### src/rtl/core/tcct_pkg.sv
// tcct_pkg: shared types, constants and segment helpers for the thermal code
// calibrate-and-trip block
// no dependencies; used by the interfaces and every module under rtl/core
package tcct_pkg;

  // field widths
  localparam int CODE_BITS    = 12;
  localparam int EMU_BITS     = 22;
  localparam int CAL_OUT_BITS = 15;
  localparam int GAIN_BITS    = 10;
  localparam int OFS_BITS     = 6;

  // apb port
  localparam int APB_AW = 5;
  localparam int APB_DW = 32;

  // datapath widths
  localparam int FAC_W  = 15;               // 8192 + trim, and 3*m25 - m75
  localparam int MD_W   = CODE_BITS + 1;    // m75 - m25
  localparam int QP_W   = 2 * FAC_W;        // offset product
  localparam int NUM_W  = QP_W;             // corrected numerator
  localparam int DIFF_W = CODE_BITS + 1;    // standard code difference
  localparam int DEN_W  = FAC_W + MD_W;     // divisor
  localparam int DVD_W  = NUM_W + DIFF_W;   // dividend
  localparam int CNT_W  = $clog2(DVD_W + 1);
  localparam int CAL_W  = 32;               // |quotient| < 2^30 since |divisor| >= 7925
  localparam int TMP_W  = CAL_W + 10;

  // queue between front and back
  localparam int FIFO_DEPTH = 2;
  localparam int PTR_W      = $clog2(FIFO_DEPTH);
  localparam int CNT_F_W    = $clog2(FIFO_DEPTH + 1);

  typedef logic [CODE_BITS-1:0] code_t;
  typedef logic signed [EMU_BITS-1:0] temp_t;
  typedef logic signed [GAIN_BITS-1:0] gain_t;
  typedef logic signed [OFS_BITS-1:0] ofs_t;

  localparam code_t CODE_FAIL = '1;

  // constants of the correction
  localparam logic signed [FAC_W-1:0] FRAC_ONE     = 15'sd8192;
  localparam logic signed [CAL_W-1:0] PKG_COMP_ADD = 32'sd18;
  localparam logic signed [TMP_W-1:0] TEMP_SCALE   = 42'sd440;      // 10 * 44
  localparam logic signed [TMP_W-1:0] TEMP_BIAS    = 42'sd1190156;  // 27049 * 44
  localparam logic signed [CAL_W-1:0] CAL_MIN      = -32'sd8192;
  localparam logic signed [CAL_W-1:0] CAL_MAX      = 32'sd16383;
  localparam logic signed [TMP_W-1:0] TEMP_MIN     = -42'sd2097152;
  localparam logic signed [TMP_W-1:0] TEMP_MAX     = 42'sd2097151;
  localparam temp_t HOT_LIMIT  = 22'sd90000;
  localparam temp_t CRIT_LIMIT = 22'sd110000;

  // register map
  typedef enum logic [2:0] {
    REG_SEG_UPPER  = 3'd0,
    REG_SEG_MID    = 3'd1,
    REG_SEG_LOW    = 3'd2,
    REG_SEG_BOTTOM = 3'd3,
    REG_M25        = 3'd4,
    REG_M75        = 3'd5,
    REG_PKG_COMP   = 3'd6,
    REG_EMU_TEMP   = 3'd7
  } reg_idx_t;

  typedef struct packed {
    code_t seg_upper;
    code_t seg_mid;
    code_t seg_low;
    code_t seg_bottom;
    code_t m25;
    code_t m75;
    logic  pkg_comp;
    temp_t emu_temp;
  } cfg_t;

  // calibration segments, top to bottom
  typedef enum logic [2:0] {
    SEG_NONE,
    SEG_TOP,
    SEG_HIGH,
    SEG_MID_HI,
    SEG_MID_LO,
    SEG_LOW,
    SEG_BELOW,
    SEG_BOTTOM
  } seg_t;

  typedef struct packed {
    code_t code;
    seg_t  seg;
  } item_t;

  typedef enum logic [1:0] {
    EVT_NONE  = 2'd0,
    EVT_ENTER = 2'd1,
    EVT_LEAVE = 2'd2
  } hot_evt_t;

  // first match wins; even with misordered thresholds every code lands in a segment
  function automatic seg_t classify(input code_t c, input cfg_t cfg);
    seg_t s;
    s = SEG_NONE;
    if (c > cfg.seg_upper)                          s = SEG_TOP;
    else if (cfg.m75 < c && c <= cfg.seg_upper)     s = SEG_HIGH;
    else if (c > cfg.seg_mid && c <= cfg.m75)       s = SEG_MID_HI;
    else if (cfg.m25 < c && c <= cfg.seg_mid)       s = SEG_MID_LO;
    else if (c >= cfg.seg_low && cfg.m25 >= c)      s = SEG_LOW;
    else if (cfg.seg_bottom <= c && cfg.seg_low > c) s = SEG_BELOW;
    else if (cfg.seg_bottom > c)                    s = SEG_BOTTOM;
    return s;
  endfunction

  // gain trim per segment
  function automatic gain_t seg_gain(input seg_t s);
    gain_t k;
    case (s)
      SEG_TOP:    k = 10'sd198;
      SEG_HIGH:   k = 10'sd41;
      SEG_MID_HI: k = -10'sd111;
      SEG_MID_LO: k = 10'sd111;
      SEG_LOW:    k = -10'sd233;
      SEG_BELOW:  k = -10'sd250;
      SEG_BOTTOM: k = -10'sd267;
      default:    k = '0;
    endcase
    return k;
  endfunction

  // offset trim per segment
  function automatic ofs_t seg_offset(input seg_t s);
    ofs_t t;
    case (s)
      SEG_TOP:    t = -6'sd16;
      SEG_HIGH:   t = -6'sd3;
      SEG_MID_HI: t = 6'sd7;
      SEG_MID_LO: t = -6'sd2;
      SEG_LOW, SEG_BELOW, SEG_BOTTOM: t = 6'sd5;
      default:    t = '0;
    endcase
    return t;
  endfunction

  // sequencer of the back part
  typedef enum logic [3:0] {
    BK_IDLE,
    BK_QPROD,
    BK_NUMDEN,
    BK_DVD,
    BK_DIV_GO,
    BK_DIV_WAIT,
    BK_CAL,
    BK_SCALE,
    BK_SAT,
    BK_DONE
  } back_state_t;

endpackage

### src/rtl/core/tcct_in_if.sv
// tcct_in_if: request channel carrying one raw sensor code
// depends on tcct_pkg for the code width
interface tcct_in_if;
  logic                 valid;
  logic                 ready;
  tcct_pkg::code_t      sensor_code;

  modport source (output valid, output sensor_code, input ready);
  modport sink   (input valid, input sensor_code, output ready);
endinterface

### src/rtl/core/tcct_out_if.sv
// tcct_out_if: result channel carrying the calibrated code, temperature and flags
// depends on tcct_pkg for field widths
interface tcct_out_if;
  logic                                       valid;
  logic                                       ready;
  tcct_pkg::code_t                            code_used;
  logic signed [tcct_pkg::CAL_OUT_BITS-1:0]   calibrated_code;
  tcct_pkg::temp_t                            temp_millideg;
  logic                                       hot_now;
  logic [1:0]                                 hot_event;
  logic                                       critical;

  modport source (output valid, output code_used, output calibrated_code,
                  output temp_millideg, output hot_now, output hot_event,
                  output critical, input ready);
  modport sink   (input valid, input code_used, input calibrated_code,
                  input temp_millideg, input hot_now, input hot_event,
                  input critical, output ready);
endinterface

### src/rtl/core/thermal_code_calibrate_and_trip.sv
// thermal_code_calibrate_and_trip: top level joining registers, front, queue
// and back; depends on tcct_pkg, tcct_in_if, tcct_out_if and all tcct modules
//
//   channel   direction  handshake          payload
//   sample    in         valid / ready      sensor_code
//   result    out        valid / ready      code_used, calibrated_code,
//                                           temp_millideg, hot_now,
//                                           hot_event, critical
//   apb       in         psel/penable/pready  paddr, pwdata, prdata
//
// the back part runs each request through its sequencer steps and the 43-bit
// restoring divider, one quotient bit per cycle, then waits in its done state
// until the output register is free.
// the front takes requests while the queue has room, up to two ahead of the back.
// rst is synchronous and clears the queue, sequencer, held code and hot flag.
// a stalled result holds in the output register while the next request is
// already being worked; the back waits only when it has a new result to place.
module thermal_code_calibrate_and_trip #(
  parameter int STD_CODE_25C = 2762,
  parameter int STD_CODE_75C = 2875
) (
  input  logic                          clk,
  input  logic                          rst,
  tcct_in_if.sink                       sample,
  tcct_out_if.source                    result,
  input  logic                          psel,
  input  logic                          penable,
  input  logic                          pwrite,
  input  logic [tcct_pkg::APB_AW-1:0]   paddr,
  input  logic [tcct_pkg::APB_DW-1:0]   pwdata,
  output logic [tcct_pkg::APB_DW-1:0]   prdata,
  output logic                          pready
);
  import tcct_pkg::*;

  cfg_t  cfg;
  logic  q_push;
  logic  q_full;
  logic  q_pop;
  logic  q_empty;
  item_t q_in;
  item_t q_head;

  // configuration registers
  tcct_regs u_regs (
    .clk     (clk),
    .rst     (rst),
    .psel    (psel),
    .penable (penable),
    .pwrite  (pwrite),
    .paddr   (paddr),
    .pwdata  (pwdata),
    .prdata  (prdata),
    .pready  (pready),
    .cfg     (cfg)
  );

  // accept and classify
  tcct_front u_front (
    .clk    (clk),
    .rst    (rst),
    .sample (sample),
    .cfg    (cfg),
    .q_full (q_full),
    .q_push (q_push),
    .q_item (q_in)
  );

  // decoupling queue
  tcct_fifo u_fifo (
    .clk       (clk),
    .rst       (rst),
    .push      (q_push),
    .push_item (q_in),
    .full      (q_full),
    .pop       (q_pop),
    .head      (q_head),
    .empty     (q_empty)
  );

  // correction, scaling and trip flags
  tcct_back #(
    .STD_CODE_25C (STD_CODE_25C),
    .STD_CODE_75C (STD_CODE_75C)
  ) u_back (
    .clk     (clk),
    .rst     (rst),
    .cfg     (cfg),
    .q_empty (q_empty),
    .q_head  (q_head),
    .q_pop   (q_pop),
    .result  (result)
  );

endmodule

### src/rtl/core/tcct_regs.sv
// tcct_regs: apb configuration registers with reset values and read-back
// depends on tcct_pkg
module tcct_regs (
  input  logic                          clk,
  input  logic                          rst,
  input  logic                          psel,
  input  logic                          penable,
  input  logic                          pwrite,
  input  logic [tcct_pkg::APB_AW-1:0]   paddr,
  input  logic [tcct_pkg::APB_DW-1:0]   pwdata,
  output logic [tcct_pkg::APB_DW-1:0]   prdata,
  output logic                          pready,
  output tcct_pkg::cfg_t                cfg
);
  import tcct_pkg::*;

  reg_idx_t idx;
  logic     wr_en;

  assign idx    = reg_idx_t'(paddr[APB_AW-1:2]);
  assign wr_en  = psel && penable && pwrite;
  assign pready = 1'b1;

  // register writes, masked to each field
  always_ff @(posedge clk) begin
    if (rst) begin
      cfg.seg_upper  <= 12'd3100;
      cfg.seg_mid    <= 12'd2818;
      cfg.seg_low    <= 12'd2600;
      cfg.seg_bottom <= 12'd2400;
      cfg.m25        <= 12'd2762;
      cfg.m75        <= 12'd2875;
      cfg.pkg_comp   <= 1'b0;
      cfg.emu_temp   <= '0;
    end else if (wr_en) begin
      unique case (idx)
        REG_SEG_UPPER:  cfg.seg_upper  <= pwdata[CODE_BITS-1:0];
        REG_SEG_MID:    cfg.seg_mid    <= pwdata[CODE_BITS-1:0];
        REG_SEG_LOW:    cfg.seg_low    <= pwdata[CODE_BITS-1:0];
        REG_SEG_BOTTOM: cfg.seg_bottom <= pwdata[CODE_BITS-1:0];
        REG_M25:        cfg.m25        <= pwdata[CODE_BITS-1:0];
        REG_M75:        cfg.m75        <= pwdata[CODE_BITS-1:0];
        REG_PKG_COMP:   cfg.pkg_comp   <= pwdata[0];
        REG_EMU_TEMP:   cfg.emu_temp   <= signed'(pwdata[EMU_BITS-1:0]);
        default: ;
      endcase
    end
  end

  // read-back mux
  always_comb begin
    unique case (idx)
      REG_SEG_UPPER:  prdata = {{(APB_DW-CODE_BITS){1'b0}}, cfg.seg_upper};
      REG_SEG_MID:    prdata = {{(APB_DW-CODE_BITS){1'b0}}, cfg.seg_mid};
      REG_SEG_LOW:    prdata = {{(APB_DW-CODE_BITS){1'b0}}, cfg.seg_low};
      REG_SEG_BOTTOM: prdata = {{(APB_DW-CODE_BITS){1'b0}}, cfg.seg_bottom};
      REG_M25:        prdata = {{(APB_DW-CODE_BITS){1'b0}}, cfg.m25};
      REG_M75:        prdata = {{(APB_DW-CODE_BITS){1'b0}}, cfg.m75};
      REG_PKG_COMP:   prdata = {{(APB_DW-1){1'b0}}, cfg.pkg_comp};
      REG_EMU_TEMP:   prdata = {{(APB_DW-EMU_BITS){cfg.emu_temp[EMU_BITS-1]}}, cfg.emu_temp};
      default:        prdata = '0;
    endcase
  end

endmodule

### src/rtl/core/tcct_front.sv
// tcct_front: accepts sensor codes, substitutes the last good code on a failed
// read and sorts the code into its calibration segment; depends on tcct_pkg
module tcct_front (
  input  logic              clk,
  input  logic              rst,
  tcct_in_if.sink           sample,
  input  tcct_pkg::cfg_t    cfg,
  input  logic              q_full,
  output logic              q_push,
  output tcct_pkg::item_t   q_item
);
  import tcct_pkg::*;

  code_t last_good_code;
  code_t code_sel;
  logic  failed;

  assign sample.ready = !q_full;
  assign q_push       = sample.valid && !q_full;

  // failed read reuses the held code
  assign failed   = (sample.sensor_code == CODE_FAIL);
  assign code_sel = failed ? last_good_code : sample.sensor_code;

  assign q_item.code = code_sel;
  assign q_item.seg  = classify(code_sel, cfg);

  // hold last good code
  always_ff @(posedge clk) begin
    if (rst) begin
      last_good_code <= '0;
    end else if (q_push && !failed) begin
      last_good_code <= sample.sensor_code;
    end
  end

endmodule

### src/rtl/core/tcct_fifo.sv
// tcct_fifo: short queue of classified requests between front and back
// depends on tcct_pkg for the entry type and depth
module tcct_fifo (
  input  logic              clk,
  input  logic              rst,
  input  logic              push,
  input  tcct_pkg::item_t   push_item,
  output logic              full,
  input  logic              pop,
  output tcct_pkg::item_t   head,
  output logic              empty
);
  import tcct_pkg::*;

  item_t              mem [FIFO_DEPTH];
  logic [PTR_W-1:0]   wr_ptr;
  logic [PTR_W-1:0]   rd_ptr;
  logic [CNT_F_W-1:0] count;
  logic               do_push;
  logic               do_pop;

  assign full    = (count == CNT_F_W'(FIFO_DEPTH));
  assign empty   = (count == '0);
  assign do_push = push && !full;
  assign do_pop  = pop && !empty;
  assign head    = mem[rd_ptr];

  // storage
  always_ff @(posedge clk) begin
    if (do_push) begin
      mem[wr_ptr] <= push_item;
    end
  end

  // pointers and fill count
  always_ff @(posedge clk) begin
    if (rst) begin
      wr_ptr <= '0;
      rd_ptr <= '0;
      count  <= '0;
    end else begin
      if (do_push) wr_ptr <= wr_ptr + 1'b1;
      if (do_pop)  rd_ptr <= rd_ptr + 1'b1;
      if (do_push && !do_pop)      count <= count + 1'b1;
      else if (do_pop && !do_push) count <= count - 1'b1;
    end
  end

endmodule

### src/rtl/core/tcct_div.sv
// tcct_div: signed restoring divider, one quotient bit per cycle, truncates
// toward zero; depends on tcct_pkg for operand widths
module tcct_div (
  input  logic                                  clk,
  input  logic                                  rst,
  input  logic                                  start,
  input  logic signed [tcct_pkg::DVD_W-1:0]     dividend,
  input  logic signed [tcct_pkg::DEN_W-1:0]     divisor,
  output logic                                  done,
  output logic signed [tcct_pkg::DVD_W-1:0]     quotient
);
  import tcct_pkg::*;

  logic               busy;
  logic [CNT_W-1:0]   cnt;
  logic [DVD_W-1:0]   acc;       // dividend bits in, quotient bits out
  logic [DEN_W-1:0]   dsr;
  logic [DEN_W-1:0]   rem;
  logic               neg;
  logic [DEN_W:0]     trial;
  logic               fits;

  // one restoring step
  assign trial = {rem, acc[DVD_W-1]};
  assign fits  = (trial >= {1'b0, dsr});

  // control
  always_ff @(posedge clk) begin
    if (rst) begin
      busy <= 1'b0;
      done <= 1'b0;
      cnt  <= '0;
    end else begin
      done <= 1'b0;
      if (start) begin
        busy <= 1'b1;
        cnt  <= CNT_W'(DVD_W);
      end else if (busy) begin
        cnt <= cnt - 1'b1;
        if (cnt == CNT_W'(1)) begin
          busy <= 1'b0;
          done <= 1'b1;
        end
      end
    end
  end

  // datapath on magnitudes
  always_ff @(posedge clk) begin
    if (start) begin
      acc <= dividend[DVD_W-1] ? DVD_W'(-dividend) : DVD_W'(dividend);
      dsr <= divisor[DEN_W-1] ? DEN_W'(-divisor) : DEN_W'(divisor);
      rem <= '0;
      neg <= dividend[DVD_W-1] ^ divisor[DEN_W-1];
    end else if (busy) begin
      rem <= fits ? DEN_W'(trial - {1'b0, dsr}) : trial[DEN_W-1:0];
      acc <= {acc[DVD_W-2:0], fits};
    end
  end

  assign quotient = neg ? signed'(DVD_W'(~acc + 1'b1)) : signed'(acc);

endmodule

### src/rtl/core/tcct_back.sv
// tcct_back: sequencer that runs the two-point correction, temperature scaling
// and trip flags for one request at a time; depends on tcct_pkg and tcct_div
module tcct_back #(
  parameter int STD_CODE_25C = 2762,
  parameter int STD_CODE_75C = 2875
) (
  input  logic              clk,
  input  logic              rst,
  input  tcct_pkg::cfg_t    cfg,
  input  logic              q_empty,
  input  tcct_pkg::item_t   q_head,
  output logic              q_pop,
  tcct_out_if.source        result
);
  import tcct_pkg::*;

  localparam int STD_DIFF = STD_CODE_75C - STD_CODE_25C;
  localparam int CAL_OFS  = (3 * STD_CODE_25C - STD_CODE_75C) / 2;
  localparam logic signed [DIFF_W-1:0] DIFF_S    = DIFF_W'(STD_DIFF);
  localparam logic signed [CAL_W-1:0]  CAL_OFS_S = CAL_W'(CAL_OFS);

  back_state_t state, state_next;

  code_t                    code;
  gain_t                    gain;
  ofs_t                     ofs;
  logic signed [QP_W-1:0]   qprod;
  logic signed [NUM_W-1:0]  num;
  logic signed [DEN_W-1:0]  den;
  logic signed [DVD_W-1:0]  dvd;
  logic                     den_zero;
  logic signed [CAL_W-1:0]  cal;
  logic signed [TMP_W-1:0]  tmp;
  temp_t                    temp;
  logic signed [CAL_OUT_BITS-1:0] cal_sat;
  logic                     hot_flag;

  logic signed [FAC_W-1:0]  fac_ofs;
  logic signed [FAC_W-1:0]  fac_gain;
  logic signed [FAC_W-1:0]  m25_s;
  logic signed [FAC_W-1:0]  m75_s;
  logic signed [FAC_W-1:0]  m_comb;
  logic signed [MD_W-1:0]   m_diff;
  logic signed [QP_W-1:0]   qsum;
  logic signed [QP_W-1:0]   qhalf;
  logic signed [CAL_W-1:0]  quot_c;
  logic signed [TMP_W-1:0]  tmp_sat;

  logic                     div_start;
  logic                     div_done;
  logic signed [DVD_W-1:0]  div_quot;

  logic                     out_free;
  logic                     load_out;
  logic                     hot;
  hot_evt_t                 evt;

  tcct_div u_div (
    .clk      (clk),
    .rst      (rst),
    .start    (div_start),
    .dividend (dvd),
    .divisor  (den),
    .done     (div_done),
    .quotient (div_quot)
  );

  // trim factors and measured code terms
  assign fac_ofs  = FRAC_ONE + signed'({{(FAC_W-OFS_BITS){ofs[OFS_BITS-1]}}, ofs});
  assign fac_gain = FRAC_ONE + signed'({{(FAC_W-GAIN_BITS){gain[GAIN_BITS-1]}}, gain});
  assign m25_s    = signed'({{(FAC_W-CODE_BITS){1'b0}}, cfg.m25});
  assign m75_s    = signed'({{(FAC_W-CODE_BITS){1'b0}}, cfg.m75});
  assign m_comb   = m25_s + m25_s + m25_s - m75_s;
  assign m_diff   = signed'({1'b0, cfg.m75}) - signed'({1'b0, cfg.m25});

  // halve toward zero
  assign qsum  = qprod + QP_W'(qprod[QP_W-1]);
  assign qhalf = qsum >>> 1;

  // quotient fits well inside the calibration width
  assign quot_c = den_zero ? '0 : div_quot[CAL_W-1:0];

  // temperature saturation
  always_comb begin
    if (tmp < TEMP_MIN)      tmp_sat = TEMP_MIN;
    else if (tmp > TEMP_MAX) tmp_sat = TEMP_MAX;
    else                     tmp_sat = tmp;
  end

  // hot tracking on the final temperature
  assign out_free = !result.valid || result.ready;
  assign hot      = (temp > HOT_LIMIT);
  always_comb begin
    if (hot && !hot_flag)      evt = EVT_ENTER;
    else if (!hot && hot_flag) evt = EVT_LEAVE;
    else                       evt = EVT_NONE;
  end

  // state register
  always_ff @(posedge clk) begin
    if (rst) begin
      state <= BK_IDLE;
    end else begin
      state <= state_next;
    end
  end

  // sequencer next state and strobes
  always_comb begin
    state_next = state;
    q_pop      = 1'b0;
    div_start  = 1'b0;
    load_out   = 1'b0;
    unique case (state)
      BK_IDLE: begin
        if (!q_empty) begin
          q_pop      = 1'b1;
          state_next = BK_QPROD;
        end
      end
      BK_QPROD:    state_next = BK_NUMDEN;
      BK_NUMDEN:   state_next = BK_DVD;
      BK_DVD:      state_next = BK_DIV_GO;
      BK_DIV_GO: begin
        div_start  = 1'b1;
        state_next = BK_DIV_WAIT;
      end
      BK_DIV_WAIT: if (div_done) state_next = BK_CAL;
      BK_CAL:      state_next = BK_SCALE;
      BK_SCALE:    state_next = BK_SAT;
      BK_SAT:      state_next = BK_DONE;
      BK_DONE: begin
        if (out_free) begin
          load_out   = 1'b1;
          state_next = BK_IDLE;
        end
      end
      default:     state_next = BK_IDLE;
    endcase
  end

  // datapath
  always_ff @(posedge clk) begin
    unique case (state)
      BK_IDLE: begin
        code <= q_head.code;
        gain <= seg_gain(q_head.seg);
        ofs  <= seg_offset(q_head.seg);
      end
      BK_QPROD:  qprod <= fac_ofs * m_comb;
      BK_NUMDEN: begin
        num <= signed'({{(NUM_W-CODE_BITS-13){1'b0}}, code, 13'b0}) - qhalf;
        den <= fac_gain * m_diff;
      end
      BK_DVD: begin
        dvd      <= DIFF_S * num;
        den_zero <= (den == '0);
      end
      BK_CAL:    cal <= quot_c + CAL_OFS_S + (cfg.pkg_comp ? PKG_COMP_ADD : '0);
      BK_SCALE:  tmp <= cal * TEMP_SCALE - TEMP_BIAS;
      BK_SAT: begin
        temp <= (cfg.emu_temp != '0) ? cfg.emu_temp : tmp_sat[EMU_BITS-1:0];
        if (cal < CAL_MIN)      cal_sat <= CAL_MIN[CAL_OUT_BITS-1:0];
        else if (cal > CAL_MAX) cal_sat <= CAL_MAX[CAL_OUT_BITS-1:0];
        else                    cal_sat <= cal[CAL_OUT_BITS-1:0];
      end
      default: ;
    endcase
  end

  // output register and hot flag
  always_ff @(posedge clk) begin
    if (rst) begin
      result.valid <= 1'b0;
      hot_flag     <= 1'b0;
    end else if (load_out) begin
      result.valid <= 1'b1;
      hot_flag     <= hot;
    end else if (result.ready) begin
      result.valid <= 1'b0;
    end
  end

  always_ff @(posedge clk) begin
    if (load_out) begin
      result.code_used       <= code;
      result.calibrated_code <= cal_sat;
      result.temp_millideg   <= temp;
      result.hot_now         <= hot;
      result.hot_event       <= evt;
      result.critical        <= (temp > CRIT_LIMIT);
    end
  end

endmodule

### src/flat_wrapper.sv
// flat-port wrapper written by rule: the top's interface ports become plain ports
module thermal_code_calibrate_and_trip_flat import tcct_pkg::*;
#(
  parameter int STD_CODE_25C = 2762,
  parameter int STD_CODE_75C = 2875
)
  (clk, rst, psel, penable, pwrite, paddr, pwdata, prdata, pready, sample_valid, sample_sensor_code, sample_ready, result_valid, result_code_used, result_calibrated_code, result_temp_millideg, result_hot_now, result_hot_event, result_critical, result_ready);
  tcct_in_if sample_i ();
  tcct_out_if result_i ();
  input  logic clk;
  input  logic rst;
  input  logic psel;
  input  logic penable;
  input  logic pwrite;
  input  logic [tcct_pkg::APB_AW-1:0] paddr;
  input  logic [tcct_pkg::APB_DW-1:0] pwdata;
  output logic [tcct_pkg::APB_DW-1:0] prdata;
  output logic pready;
  input wire logic [$bits(sample_i.valid)-1:0] sample_valid;
  input wire logic [$bits(sample_i.sensor_code)-1:0] sample_sensor_code;
  output wire logic [$bits(sample_i.ready)-1:0] sample_ready;
  output wire logic [$bits(result_i.valid)-1:0] result_valid;
  output wire logic [$bits(result_i.code_used)-1:0] result_code_used;
  output wire logic [$bits(result_i.calibrated_code)-1:0] result_calibrated_code;
  output wire logic [$bits(result_i.temp_millideg)-1:0] result_temp_millideg;
  output wire logic [$bits(result_i.hot_now)-1:0] result_hot_now;
  output wire logic [$bits(result_i.hot_event)-1:0] result_hot_event;
  output wire logic [$bits(result_i.critical)-1:0] result_critical;
  input wire logic [$bits(result_i.ready)-1:0] result_ready;
  assign sample_i.valid = sample_valid;
  assign sample_i.sensor_code = sample_sensor_code;
  assign sample_ready = sample_i.ready;
  assign result_valid = result_i.valid;
  assign result_code_used = result_i.code_used;
  assign result_calibrated_code = result_i.calibrated_code;
  assign result_temp_millideg = result_i.temp_millideg;
  assign result_hot_now = result_i.hot_now;
  assign result_hot_event = result_i.hot_event;
  assign result_critical = result_i.critical;
  assign result_i.ready = result_ready;
  thermal_code_calibrate_and_trip #(.STD_CODE_25C(STD_CODE_25C), .STD_CODE_75C(STD_CODE_75C)) u_core (.clk(clk), .rst(rst), .sample(sample_i), .result(result_i), .psel(psel), .penable(penable), .pwrite(pwrite), .paddr(paddr), .pwdata(pwdata), .prdata(prdata), .pready(pready));
endmodule
### config.mk
export PLATFORM = sky130hd
export DESIGN_NAME = thermal_code_calibrate_and_trip_flat
export DESIGN_NICKNAME = d
export VERILOG_FILES = /design/src/rtl/core/tcct_pkg.sv /design/src/rtl/core/tcct_in_if.sv /design/src/rtl/core/tcct_out_if.sv /design/src/rtl/core/thermal_code_calibrate_and_trip.sv /design/src/rtl/core/tcct_regs.sv /design/src/rtl/core/tcct_front.sv /design/src/rtl/core/tcct_fifo.sv /design/src/rtl/core/tcct_div.sv /design/src/rtl/core/tcct_back.sv /design/src/flat_wrapper.sv
export SDC_FILE = /design/constraint.sdc
export NUM_CORES = 2
export LEC_CHECK = 0
export BUFFER_PORTS_ARGS = -buffer_cell sky130_fd_sc_hd__clkbuf_2
export CORE_ASPECT_RATIO = 0.6
export CORE_MARGIN = 2
export CORE_UTILIZATION = 55
export CTS_CLUSTER_DIAMETER = 150
export DETAILED_ROUTE_END_ITERATION = 7
export PLACE_DENSITY = 0.69
export SLEW_MARGIN = 20
export SYNTH_ARGS = -nofsm -noshare
export SYNTH_HDL_FRONTEND = slang
export SYNTH_HIERARCHICAL = 1
export SYNTH_SLANG_ARGS = --single-unit
### constraint.sdc
create_clock -name clk -period 14.96 [get_ports clk]
set_clock_uncertainty 0.2 [all_clocks]
set_input_delay 1.496 -clock clk [delete_from_list [all_inputs] [get_ports clk]]
set_output_delay 1.496 -clock clk [all_outputs]
set_load 0.05 [all_outputs]
# Word level (Yosys, flattened, before mapping)
# Memories as Yosys holds them, arrays and structs flattened. A register that Yosys moved wholly into a read port is not among the register bits.
# Index checks and enable logic that the tools add are counted.
# classes
n_lt_le_gt_ge,19
n_mul,4
eq_ne,29
n_bitwise,3
mux,47
n_addsub,20
n_reduce_logical,45
# ops
cell,count
$pmux 32 s8,1
$mux 43,3
$pmux 10 s7,1
$mux 22,3
$mux 32,2
$gt 12x12->1,4
$le 12x12->1,4
$gt 22x18->1 const B,2
$neg 43->43,1
$gt 42x22->1 const B,1
$lt 42x22->1 const B,1
$sub 42x22->42 const B,1
$pmux 4 s10,1
$mul 32x7->39 const B,1
$mul 8x30->38 const A,1
$add 32x1->32 const B,1
$add 32x12->32 const B,1
$add 32x5->32,1
$gt 32x15->1 const B,1
$lt 32x14->1 const B,1
$not 32->32,1
$add 30x1->30,1
$mul 15x15->30,1
$pmux 6 s5,1
54 further kinds,131
# word_totals
reg_bits,549
input_bits,56
mem_count,1
mem_bits_rw,30
out_inout_bits,88
# memory_table
name,depth,word_bits,rd,rd_ports_with_merged_regs,wr,line,text
u_core.u_fifo.mem,2,15,1,1,1,tcct_fifo.sv:15,item_t mem [FIFO_DEPTH];

# Depth between registers and ports, before layout
# logic_depth
ltp_word,10
depth_mapped,38
depth_no_buf,38

# Modules after synthesis
# Netlist, hierarchy kept.
# by_module_without_submodules
module,n_inst,cells_per_inst,area_per_inst_um2
tcct_back,1,3413,35280.1
tcct_div,1,898,7951.4
tcct_regs,1,568,4360.4
tcct_front,1,311,2349.8
tcct_fifo,1,72,1297.5

# Least setup slack after synthesis
# No wires, ideal clock.
# synth_path
kind,register to register
start,reg u_core/u_regs/cfg[36] (netlist name)
end,reg u_core.u_back.qprod[22] (data pin)
setup_ps,266
period_less_slack_ps,8906
stages_incl_launch_ff,36
path_slack_ps,6054
n_path_buf,0
arrival_time_ps,8440
required_time_ps,14494
path_cell_list,dfxtp_1 -> inv_1 -> fa_1 -> inv_1 -> ha_1 -> fa_1 -> a21o_1 -> a21oi_1 -> o21bai_1 -> a21oi_1 -> o21bai_1 -> a21oi_1 -> o21bai_1 -> a21oi_1 -> o21bai_1 -> mux2_2 -> and2_1 -> fa_1 -> inv_1 -> fa_1 -> inv_1 -> fa_1 -> fa_1 -> fa_1 -> inv_1 -> fa_1 -> inv_1 -> ha_1 -> or3_1 -> a211o_1 -> and3_1 -> o21a_1 -> o21a_1 -> o21a_1 -> o41ai_1 -> xnor2_1
# synth_between
elab_chain_len,4
# synth_lines
element,line,text
$add 12x12->13,tcct_back.sv:73,assign m_comb = m25_s + m25_s + m25_s - m75_s;
$add 13x12->14 (*),tcct_back.sv:73,
$sub 14x12->15 (*),tcct_back.sv:73,
$mul 15x15->30 (*),tcct_back.sv:150,BK_QPROD: qprod <= fac_ofs * m_comb;
"end signal, assigned",tcct_back.sv:150,
"end, declared",tcct_back.sv:27,logic signed [QP_W-1:0] qprod;
# Every way passes the cells marked *; elsewhere a longest branch is shown, timed or not.
# A chain may end at the register's enable or synchronous reset.

# Worst setup path after layout
# layout_path
start,reg u_core/u_regs/cfg[36] (netlist name)
end,reg u_core.u_back.qprod[29] (data pin)
# layout_between
elab_chain_len,4
# layout_lines
element,line
$add 12x12->13,tcct_back.sv:73
$add 13x12->14 (*),tcct_back.sv:73
$sub 14x12->15 (*),tcct_back.sv:73
$mul 15x15->30 (*),tcct_back.sv:150
# Marks and branches as above.

==> flow_metrics.py <==
metrics = {
    "placement": {
        "dp_hpwl_um": 95100,
        "gp_congestion": 0.952,
        "port_buffers": 130,
        "placed_area_mm2": 0.0527,
    },
    "floorplan": {
        "core-area_mm2": 0.0919,
        "die_area_mm2": 0.0953,
        "io_pins": 144,
        "die_w_um": 397,
        "start_util_pct": 55.5,
        "die_h_um": 240,
        "num_rows": 86,
    },
    "setup_path": {
        "critPathSlowestCell": "fa_1",
        "r2r_cells": 38,
        "arrival_ps": 9820,
        "r2r_end": "u_core/u_back/qprod[29]$_DFFE_PP_",
        "worst-path-max-fanout": 6,
        "critPathKind": "reg -> reg",
        "required_ps": 15150,
        "r2r_setup_slack_ps": 5330,
        "r2r_start": "u_core/u_regs/cfg[36]$_SDFFE_PP1P_",
        "slowest_delay_ps": 600,
        "end_kind": "flop",
        "startpoint_type": "flop",
    },
    "sta": {
        "hold_slack_ps": 219,
        "hold_viol": 0,
        "tightest_slew_ps": 1090,
        "period_share_pct": 64.3,
        "max_slew_margin_pct": 26.9,
        "timing.final.max_slew_violations": 0,
        "grt_setup_unrepaired": "no",
        "period_needed_ps": 9630,
        "fmax_mhz": 104,
        "final.setup.tns_ps": 0,
        "finalSetupViolations": 0,
    },
    "global_route": {
        "grt_pass1_wl_um": 196000,
        "grt_max_degree": 103,
        "grt_antenna_before_repair": 2,
        "overflow": 0,
        "grt_pass1_vias": 36000,
        "track_usage_pct": 25.9,
    },
    "drt": {
        "dr_total_vias": 36900,
        "drt-total-wl_um": 121000,
        "ant_nets": 0,
        "via_per_inst": 5.61,
        "first_pass_iters": 6,
        "route.detailed.drc": 0,
        "drt_iter0_markers": 3450,
        "post_drt_wl_per_cell_um": 18.3,
    },
    "synthesis": {
        "syn_area_per_cell_um2": 9.74,
        "netlist_instances": 5235,
        "ys_warn_count": 6,
        "synthesis.area_mm2": 0.0510,
    },
    "clock_network": {
        "clock-sinks": 571,
        "clk_pin_slew_ps": 70,
        "cts-buffers-inserted": 59,
        "cts_tree": "built",
        "cts-resized-gates": 0,
        "htreeDepth": 2,
        "post-cts-setup-buffer-count": 0,
        "holdBufCountCts": 0,
        "cts-root-buf": "clkbuf_16",
        "clk_latency_ps": 660,
        "ctsLongestPathBuffers": 3,
    },
    "finish": {
        "drive_gt1_share_pct": 6.94,
        "final_area_mm2": 0.0549,
        "nets": 6298,
        "synthToLayoutAreaGrowth_pct": 7.54,
    },
    "min_path": {
        "hold_start": "u_core/u_back/cal_sat[0]$_SDFFCE_PP0P_",
        "hold_depth": 0,
        "hp-class": "reg -> reg",
        "holdPathEnd": "u_core/u_back/result.calibrated_code[0]$_DFFE_PP_",
    },
    "outcome": {
        "outcome": "finished, final reports clean",
    },
    "flow_run": {
        "drv.max_cap_violation_count": 0,
    },
}
==> worst max-delay path by stage <==
stage                                             from                                end  slack, ps  cells after the start
finish              u_core/u_regs/cfg[36]$_SDFFE_PP1P_  u_core/u_back/qprod[29]$_DFFE_PP_       5330                     38
global route        u_core/u_regs/cfg[36]$_SDFFE_PP1P_  u_core/u_back/qprod[29]$_DFFE_PP_       4730                     38
CTS                 u_core/u_regs/cfg[36]$_SDFFE_PP1P_  u_core/u_back/qprod[29]$_DFFE_PP_       5310                     38
detailed placement  u_core/u_regs/cfg[36]$_SDFFE_PP1P_  u_core/u_back/qprod[22]$_DFFE_PP_       5360                     33
global placement    u_core/u_regs/cfg[36]$_SDFFE_PP1P_  u_core/u_back/qprod[22]$_DFFE_PP_       5490                     33
floorplan           u_core/u_regs/cfg[36]$_SDFFE_PP1P_  u_core/u_back/qprod[22]$_DFFE_PP_       6050                     35
==> flip-flops by register name, summed over array words and instances, names as in the netlist, 30 cells and up, named ones only <==
signal	flops
u_core/u_back/tmp	39
u_core/u_back/num	30
u_core/u_back/qprod	30
u_core/u_back/cal	32
u_core/u_fifo/mem	30
u_core/u_back/dvd	38
u_core/u_back/u_div/acc	43
u_core/u_regs/cfg	95
==> area by class of cell <==
cell class	instances	area [µm²]
diodes	2	5.00
clock buffers	63	1510
clock inverters	48	556
fillers	7871	37000
inverters	785	2950
multi-input cells	3721	31800
flip-flops and latches	571	15600
well taps	1232	1540
repair buffers	159	883
==> layer usage <==
layer  vias up  track usage, %  part of all wire, %
li1      17800               -                    -
met3       139            5.47                  8.7
met1     17800            40.8                   50
met4         0            6.12                  2.2
met2      1225            35.8                   39
met5         -               0                    0
==> cells in the final DEF (no fill, tap or decap), types with 21 or more instances in the layout <==
master and instances:
mux2_2 32, o21ai_0 154, a31oi_1 36, or3_1 37, o21bai_1 53, mux2i_1 49
a21o_1 70, inv_1 783, o21a_1 47, nor2_1 305, a211oi_1 47, a21oi_1 309
nor4_1 34, and2_1 114, xor2_1 120, ha_1 542, nand2_1 486, fa_1 403
nand2b_1 65, nand3_1 66, o31ai_1 27, nand3b_1 40, or2_2 21, clkbuf_16 59
nor3_1 54, edfxtp_1 417, nor2b_1 58, and3_1 29, clkbuf_2 129, dfxtp_1 153
xnor2_1 236, buf_4 29, nand4_1 44
==> stage by stage <==
step | util [%] | std cells | setup WS, ps
floorplan | - | 5241 | 6050
global placement | 57.4 | 6467 | 5490
detailed placement | 57.4 | 6468 | 5360
CTS | 59.7 | 6579 | 5310
global route | 59.7 | 6579 | 4730
finish | 59.7 | 6581 | 5330
==> critical path, delay by kind of cell, from the launching register on <==
kind / cells / cell delay (ps)
flops: 1 / 450
buf+inv: 6 / 580
compound gates: 14 / 2340
simple gates: 6 / 1140
mux: 1 / 320
fa+ha+maj: 10 / 4260
xor+xnor: 1 / 70
Power is left out: the tool's default activity adds up to more than one toggle a clock period on the data nets, which glitch-free logic cannot reach.
